$ cat config.mk
export PLATFORM = sky130hd
export DESIGN_NAME = ps2_mouse_packet_tracker
export DESIGN_NICKNAME = d
export VERILOG_FILES = /design/src/rtl/pmt_pkg.sv /design/src/rtl/ps2_mouse_packet_tracker.sv
export VERILOG_INCLUDE_DIRS = /design/src /design/src/rtl
export SDC_FILE = /design/constraint.sdc
export NUM_CORES = 1
export LEC_CHECK = 0
export ABC_AREA = 0
export BUFFER_PORTS_ARGS = -buffer_cell sky130_fd_sc_hd__buf_2
export CAP_MARGIN = 40
export CORE_UTILIZATION = 44
export DETAILED_ROUTE_END_ITERATION = 12
export PLACE_DENSITY = 0.73
export SYNTH_ARGS = -nofsm -noshare
export SYNTH_HDL_FRONTEND = slang
export SYNTH_SLANG_ARGS = --single-unit
export TNS_END_PERCENT = 20
$ cat constraint.sdc
create_clock -name i_clk -period 7.7 [get_ports i_clk]
set_clock_uncertainty 0.1 [all_clocks]
set_input_delay 1.54 -clock i_clk [delete_from_list [all_inputs] [get_ports i_clk]]
set_output_delay 1.54 -clock i_clk [all_outputs]
set_load 0.005 [all_outputs]
$ cat src/rtl/ps2_mouse_packet_tracker_defines.svh
// assertion macros for the ps2 mouse packet tracker
`ifndef PS2_MOUSE_PACKET_TRACKER_DEFINES_SVH
`define PS2_MOUSE_PACKET_TRACKER_DEFINES_SVH

`ifndef SYNTH

// antecedent implies consequent in the same cycle
`define PMT_ASSERT_NOW(lbl, clk, rst_n, ante, cons) \
    lbl: assert property (@(posedge clk) disable iff (!rst_n) (ante) |-> (cons)) \
        else $error("assertion failed");

// antecedent implies consequent in the next cycle
`define PMT_ASSERT_NEXT(lbl, clk, rst_n, ante, cons) \
    lbl: assert property (@(posedge clk) disable iff (!rst_n) (ante) |=> (cons)) \
        else $error("assertion failed");

`else

`define PMT_ASSERT_NOW(lbl, clk, rst_n, ante, cons)
`define PMT_ASSERT_NEXT(lbl, clk, rst_n, ante, cons)

`endif

`endif

$ cat src/rtl/pmt_pkg.sv
package pmt_pkg;

    // coordinate width of the accumulated pointer position
    localparam int COORD_W = 16;

    // configuration port widths
    localparam int CFG_IDX_W  = 2;
    localparam int CFG_DATA_W = 8;

    // configuration register indexes
    typedef enum logic [CFG_IDX_W-1:0] {
        CFG_START_SIZE    = 2'd0,
        CFG_TIMEOUT_TICKS = 2'd1,
        CFG_SETTLE_COUNT  = 2'd2
    } t_cfg_idx;

    // reset values of the configuration registers
    localparam logic [7:0] TIMEOUT_RESET = 8'd5;
    localparam logic [3:0] SETTLE_RESET  = 4'd1;

    // header byte bit positions of the delta signs
    localparam int X_SIGN_BIT = 4;
    localparam int Y_SIGN_BIT = 5;

    // packet lengths
    localparam logic [2:0] PKT_LEN_3 = 3'd3;
    localparam logic [2:0] PKT_LEN_4 = 3'd4;

    // sign extend a 9-bit delta to coordinate width
    function automatic logic [COORD_W-1:0] delta_ext(input logic neg, input logic [7:0] mag);
        logic [8:0] d9;
        d9 = {neg, mag};
        return {{(COORD_W-9){d9[8]}}, d9};
    endfunction

endpackage

$ cat src/rtl/ps2_mouse_packet_tracker.sv
// ps2 mouse packet tracker
//
// input channel: one beat per event, i_byte_received high with a mouse byte in
// i_data_byte, or low for an idle tick. output channel: one beat per event
// with the pointer position, buttons, packet-applied flag and packet length
// as they stand after that event.
// an input beat passes through the input register, then the state update and
// the output register. one event is taken every cycle while o_stall is low;
// the state update is a single short add/compare stage.
// when the receiver stalls, the output register holds its beat and the input
// register still takes one more event, after which o_stall rises.
// the configuration port is a plain write port (i_cfg_we, i_cfg_index,
// i_cfg_data); index 0 loads the packet length, 1 the idle timeout, 2 the
// settle count, 3 is ignored. write it only while the block is empty.
// synchronous active-low reset empties both registers, clears all tracking
// state and loads the default timeout of 5 ticks and settle count of 1.
module ps2_mouse_packet_tracker (
    input  logic                         i_clk,
    input  logic                         i_rst_n,
    input  logic                         i_valid,
    output logic                         o_stall,
    input  logic                         i_byte_received,
    input  logic [7:0]                   i_data_byte,
    output logic                         o_valid,
    input  logic                         i_stall,
    output logic signed [pmt_pkg::COORD_W-1:0] o_pointer_x,
    output logic signed [pmt_pkg::COORD_W-1:0] o_pointer_y,
    output logic [1:0]                   o_buttons,
    output logic                         o_packet_applied,
    output logic [2:0]                   o_packet_bytes,
    input  logic                         i_cfg_we,
    input  logic [pmt_pkg::CFG_IDX_W-1:0]  i_cfg_index,
    input  logic [pmt_pkg::CFG_DATA_W-1:0] i_cfg_data
);
    import pmt_pkg::*;

    `include "ps2_mouse_packet_tracker_defines.svh"

    // pipeline registers
    logic         r_s1_valid;
    logic         r_s1_byte;
    logic [7:0]   r_s1_data;
    logic         r_out_valid;
    logic [COORD_W-1:0] r_out_x;
    logic [COORD_W-1:0] r_out_y;
    logic [1:0]   r_out_buttons;
    logic         r_out_applied;
    logic [2:0]   r_out_bytes;

    // configuration
    logic [7:0]   r_timeout_ticks;
    logic [3:0]   r_settle_count;

    // tracking state
    logic [2:0]   r_byte_index;
    logic [7:0]   r_store [3];
    logic         r_size_is_four;
    logic [7:0]   r_idle_counter;
    logic         r_timeout_spent;
    logic [3:0]   r_settle_left;
    logic [COORD_W-1:0] r_pos_x;
    logic [COORD_W-1:0] r_pos_y;
    logic [1:0]   r_button_bits;

    logic         s1_adv;
    logic         in_take;

    logic [2:0]   n_byte_index;
    logic         n_size_is_four;
    logic [7:0]   n_idle_counter;
    logic         n_timeout_spent;
    logic [3:0]   n_settle_left;
    logic [COORD_W-1:0] n_pos_x;
    logic [COORD_W-1:0] n_pos_y;
    logic [1:0]   n_button_bits;
    logic         n_applied;

    logic [2:0]   idx_inc;
    logic [2:0]   pkt_len;
    logic [7:0]   hdr;
    logic [7:0]   dx;
    logic [7:0]   dy;
    logic         store_we;
    logic [1:0]   store_idx;

    // handshake: output drains when empty or taken, input enters when stage one frees
    assign s1_adv  = r_s1_valid && (!r_out_valid || !i_stall);
    assign o_stall = r_s1_valid && !s1_adv;
    assign in_take = i_valid && !o_stall;

    // input register
    always_ff @(posedge i_clk) begin
        if (!i_rst_n) begin
            r_s1_valid <= 1'b0;
        end else if (in_take) begin
            r_s1_valid <= 1'b1;
        end else if (s1_adv) begin
            r_s1_valid <= 1'b0;
        end
    end

    always_ff @(posedge i_clk) begin
        if (in_take) begin
            r_s1_byte <= i_byte_received;
            r_s1_data <= i_data_byte;
        end
    end

    // event update from the registered beat
    always_comb begin
        pkt_len         = r_size_is_four ? PKT_LEN_4 : PKT_LEN_3;
        idx_inc         = r_byte_index + 3'd1;
        store_we        = 1'b0;
        store_idx       = r_byte_index[1:0];
        hdr             = (r_byte_index == 3'd0) ? r_s1_data : r_store[0];
        dx              = (r_byte_index == 3'd1) ? r_s1_data : r_store[1];
        dy              = (r_byte_index == 3'd2) ? r_s1_data : r_store[2];
        n_byte_index    = r_byte_index;
        n_size_is_four  = r_size_is_four;
        n_idle_counter  = r_idle_counter;
        n_timeout_spent = r_timeout_spent;
        n_settle_left   = r_settle_left;
        n_pos_x         = r_pos_x;
        n_pos_y         = r_pos_y;
        n_button_bits   = r_button_bits;
        n_applied       = 1'b0;

        if (r_s1_byte) begin
            store_we        = (r_byte_index < 3'd3);
            n_byte_index    = idx_inc;
            n_idle_counter  = r_timeout_ticks;
            n_timeout_spent = 1'b0;
            if (idx_inc >= pkt_len) begin
                n_byte_index = 3'd0;
                if (r_settle_left == 4'd0) begin
                    n_button_bits = ~hdr[1:0];
                    n_pos_y       = r_pos_y + delta_ext(hdr[Y_SIGN_BIT], dy);
                    n_pos_x       = r_pos_x - delta_ext(hdr[X_SIGN_BIT], dx);
                    n_applied     = 1'b1;
                end
            end
        end else if (!r_timeout_spent) begin
            if (r_idle_counter == 8'd0) begin
                n_timeout_spent = 1'b1;
                // partial packet at timeout: flip length and start settling
                if (r_byte_index != 3'd0) begin
                    n_settle_left  = r_settle_count;
                    n_size_is_four = ~r_size_is_four;
                end else if (r_settle_left != 4'd0) begin
                    n_settle_left = r_settle_left - 4'd1;
                end
                n_byte_index = 3'd0;
            end else begin
                n_idle_counter = r_idle_counter - 8'd1;
            end
        end
    end

    // tracking state and configuration
    always_ff @(posedge i_clk) begin
        if (!i_rst_n) begin
            r_timeout_ticks <= TIMEOUT_RESET;
            r_settle_count  <= SETTLE_RESET;
            r_byte_index    <= 3'd0;
            r_size_is_four  <= 1'b0;
            r_idle_counter  <= 8'd0;
            r_timeout_spent <= 1'b0;
            r_settle_left   <= 4'd0;
            r_pos_x         <= '0;
            r_pos_y         <= '0;
            r_button_bits   <= 2'd0;
        end else if (s1_adv) begin
            r_byte_index    <= n_byte_index;
            r_size_is_four  <= n_size_is_four;
            r_idle_counter  <= n_idle_counter;
            r_timeout_spent <= n_timeout_spent;
            r_settle_left   <= n_settle_left;
            r_pos_x         <= n_pos_x;
            r_pos_y         <= n_pos_y;
            r_button_bits   <= n_button_bits;
        end else if (i_cfg_we) begin
            unique case (t_cfg_idx'(i_cfg_index))
                CFG_START_SIZE:    r_size_is_four  <= i_cfg_data[2];
                CFG_TIMEOUT_TICKS: r_timeout_ticks <= i_cfg_data;
                CFG_SETTLE_COUNT:  r_settle_count  <= i_cfg_data[3:0];
                default: ;
            endcase
        end
    end

    // packet byte store
    always_ff @(posedge i_clk) begin
        if (!i_rst_n) begin
            r_store[0] <= 8'd0;
            r_store[1] <= 8'd0;
            r_store[2] <= 8'd0;
        end else if (s1_adv && store_we) begin
            r_store[store_idx] <= r_s1_data;
        end
    end

    // output register
    always_ff @(posedge i_clk) begin
        if (!i_rst_n) begin
            r_out_valid <= 1'b0;
        end else if (s1_adv) begin
            r_out_valid <= 1'b1;
        end else if (!i_stall) begin
            r_out_valid <= 1'b0;
        end
    end

    always_ff @(posedge i_clk) begin
        if (s1_adv) begin
            r_out_x       <= n_pos_x;
            r_out_y       <= n_pos_y;
            r_out_buttons <= n_button_bits;
            r_out_applied <= n_applied;
            r_out_bytes   <= n_size_is_four ? PKT_LEN_4 : PKT_LEN_3;
        end
    end

    assign o_valid          = r_out_valid;
    assign o_pointer_x      = r_out_x;
    assign o_pointer_y      = r_out_y;
    assign o_buttons        = r_out_buttons;
    assign o_packet_applied = r_out_applied;
    assign o_packet_bytes   = r_out_bytes;

    // checks
    `PMT_ASSERT_NOW(a_idx_range, i_clk, i_rst_n, 1'b1, r_byte_index < 3'd4)
    `PMT_ASSERT_NOW(a_spent_empty, i_clk, i_rst_n, r_timeout_spent, r_byte_index == 3'd0)
    `PMT_ASSERT_NOW(a_stall_full, i_clk, i_rst_n, o_stall, r_out_valid && r_s1_valid)
    `PMT_ASSERT_NEXT(a_flip_settle, i_clk, i_rst_n, s1_adv && !r_s1_byte && !r_timeout_spent && r_idle_counter == 8'd0 && r_byte_index != 3'd0, r_settle_left == $past(r_settle_count) && r_size_is_four != $past(r_size_is_four))

endmodule
==> summary.md <==
| Metric | Value |
|---|---|
| DRC | 0 |
| Max Clock Freq | 243 MHz |
| Vias/cell | 5.50 |
| Initial antenna violation count | 0 |
| Status | finished clean |
| Setup WS post-layout | 3.58 ns |
| Post-CTS Setup Inserts | 0 |
| Register Area | 3280 um2 |
| Post-synthesis cell area | 7230 um2 |
| Most frequent cells in the layout | edfxtp_1, dfxtp_1, buf_2, nand2_1, nor2_1 |
| Total grt overflow | 0 |
| Post-synthesis async set-or-reset flop share | 0% |
| DR iter-0 viols | 439 |
| Critical path data arrival time | 4.20 ns |
| Post-synthesis cell count | 723 |
| Area occupied by multi-input gates | 3700 um2 |
| Max Cap Violations | 0 |
| Inserted Diodes | 0 |
| I/O pins | 64 |
| Post-synth net total | 784 |
| Pre-CTS setup slack | 3.67 ns |
| CTS tree | built |
| CP Capture Type | register |
| Avg Cell Area, Syn | 10.0 um2 |
| Max FO, Critical Path | 15 |
| # hold bufs at CTS | 0 |
| Die area | 16,900 um2 |
| Synth top area share | 27.4% |
| Clock sink total | 131 |
| Leakage | 3.54 nW |
| Crit Path Class | reg -> reg |
| Synth Flop Type | edfxtp_1 |
| Largest net degree at the start of global routing | 42 |
| Initial Util | 45.3% |
| Fin nets | 835 |
| Worst vdd ir | 0.159 mV |
| Vias in the first global route | 4,968 |
| Fin crit period | 4.12 ns |
| Post-CTS resize count | 0 |
| WP data required | 7.78 ns |
| FILL cells | 1,442 |
| Sequential share of the synthesized area | 45.4% |
| RSZ-0062 raised after global routing | false |
| DRT Wirelength | 15.8 mm |
| Tot GR Track Use | 19.7% |
| Total CTS buffers | 17 |
| DRT antenna net count | 0 |
| Final hold vios | 0 |
| Yosys cell types | 68 |
| Final Setup Violations | 0 |
| Share of layout cells above drive strength 1 | 16.9% |
| GP Congestion | 0.891 |
| Dpl cells | 971 |
| Ranking of synthesized cells by area | edfxtp_1, dfxtp_1, ha_1 |
| Global-route wire length before repair | 25.4 mm |
| Clock root buffer | clkbuf_16 |
| Drt wl/cell | 15.8 um |
| Total negative slack | 0 ns |
| Clk buf depth | 2 |
| Die width | 130 um |
| Via count | 5,513 |
| Clk slew on worst S/H paths | 0.06 ns |
| Die Y | 130 um |
| Relative slew slack | 39.4% |
| Final Cycle Share | 53.5% |
| DRT Pass-1 Iters | 6 |
| H-tree levels | 4 |
| Layout Cells excl Fill | 1,003 |
| Yosys top cell by area | edfxtp_1 |
| Slew Limit Fails | 0 |
| Std cell rows | 46 |
| Synth Register Bits | 131 |
| Area growth from synthesis to layout | 14.2% |
| Post-synth EDFFs | 66 |
| Clk_lat worst skew | 0.43 ns |
| CP startpoint kind | register |
| Commonest non-fill, non-tap cell in the layout | edfxtp_1 |
| Dpl hpwl | 10.7 mm |
| Number of port buffers | 63 |
| Hold crit path type | reg -> reg |
| Core area | 15,900 um2 |
| Yosys warnings | 0 |
| Power density over the cells | 217 nW/um2 |
| Slew @ Worst Pin | 0.909 ns |
[worst paths after layout]
| check | to | cells after the start | from | slack (ns) |
|---|---|---|---|---|
| worst min register to register | r_idle_counter[0] | 2 | r_timeout_ticks[0] | 0.37 |
| worst max-delay path | o_pointer_y[15] | 11 | r_byte_index[0] | 3.58 |
| worst min-delay path | r_idle_counter[0] | 2 | r_timeout_ticks[0] | 0.37 |
| worst max register to register | o_pointer_y[15] | 11 | r_byte_index[0] | 3.58 |
[metal layers]
layer / part of all wire [%] / vias up / track usage [%]
li1: - / 2754 / -
met1: 47 / 2577 / 26.6
met2: 46 / 158 / 30.5
met3: 5.1 / 24 / 3.85
met4: 2.0 / 0 / 8.96
met5: 0 / - / 0
[critical path: stages, from the launching register on]
cell and delay (ns):
dfxtp_1 0.41, inv_1 0.12, ha_1 0.32, nand2b_1 0.59, mux2i_1 0.37, inv_1 0.28
ha_1 0.47, nand2_1 0.09, a211o_1 0.28, o41ai_2 0.48, mux2i_1 0.27, xnor2_1 0.08
[area by class of cell]
cell class                 count  area share (%)
clock buffer                  29            6.44
clock inverter                 3           0.197
inverter                      22            1.00
multi-input combinational    532            44.8
sequential                   131            39.8
tap                          216            3.27
timing repair buffer          70            4.46
[sequential cells by signal, indices dropped and copies added, names as in the netlist, 2 cells and up]
signal / count
r_pos_x: 16
o_packet_bytes: 2
r_byte_index: 3
r_idle_counter: 8
o_buttons: 2
r_store: 20
r_settle_count: 4
o_pointer_x: 16
r_s1_data: 8
r_timeout_ticks: 8
o_pointer_y: 16
r_settle_left: 4
r_button_bits: 2
r_pos_y: 16
[cell usage after synthesis (4+ instances only)]
library cell / number
mux2i_1: 34
nand2b_1: 21
o21ai_0: 38
nor2b_1: 6
nand3_1: 21
xor2_1: 12
xnor2_1: 13
nor3_1: 20
or3_1: 10
o211a_1: 11
o211ai_1: 9
nor4_1: 6
o2111ai_1: 5
a211oi_1: 7
nand4_1: 5
o21a_1: 4
mux2_2: 21
nor2_1: 54
a21o_1: 13
nand2_1: 60
inv_1: 20
ha_1: 35
and3_1: 21
dfxtp_1: 65
edfxtp_1: 66
and2_1: 6
clkbuf_1: 29
o31ai_1: 7
a21oi_1: 42
[metrics by stage]
stage / power, mW / hold slack (ns) / instance area (um2) / util, %
4_1_cts: 1.80 / 0.366 / 8250 / 51.8
3_5_place_dp: 1.05 / 0.360 / 7700 / 48.3
6_report: 1.79 / 0.365 / 8250 / 51.8
5_1_grt: 1.86 / 0.401 / 8250 / 51.8
2_1_floorplan: 0.984 / 0.341 / 7230 / -
3_3_place_gp: 1.05 / 0.358 / 7700 / 48.3
[logic make-up (layout without fill, tap and decap cells)]
logic type                 after synthesis  in the layout  share of synthesized area (%)
and+or+nand+nor                        252            252                           18.3
AOI/OAI and AO/OA                      163            163                           15.2
DFF                                    131            131                           45.4
buffers and inverters                   60            124                           3.38
muxes                                   55             55                           7.98
adders and majority gates               37             37                           6.61
xor gates and xnor gates                25             25                           3.03
[power breakdown]
| part | internal (mW) | switching, mW | total (mW) |
|---|---|---|---|
| Clock | 0.464 | 0.287 | 0.751 |
| Sequential | 0.769 | 0.0214 | 0.790 |
| Combinational | 0.0998 | 0.150 | 0.250 |
| Total | 1.33 | 0.458 | 1.79 |
No activity file was read; power rests on OpenSTA's default activity.
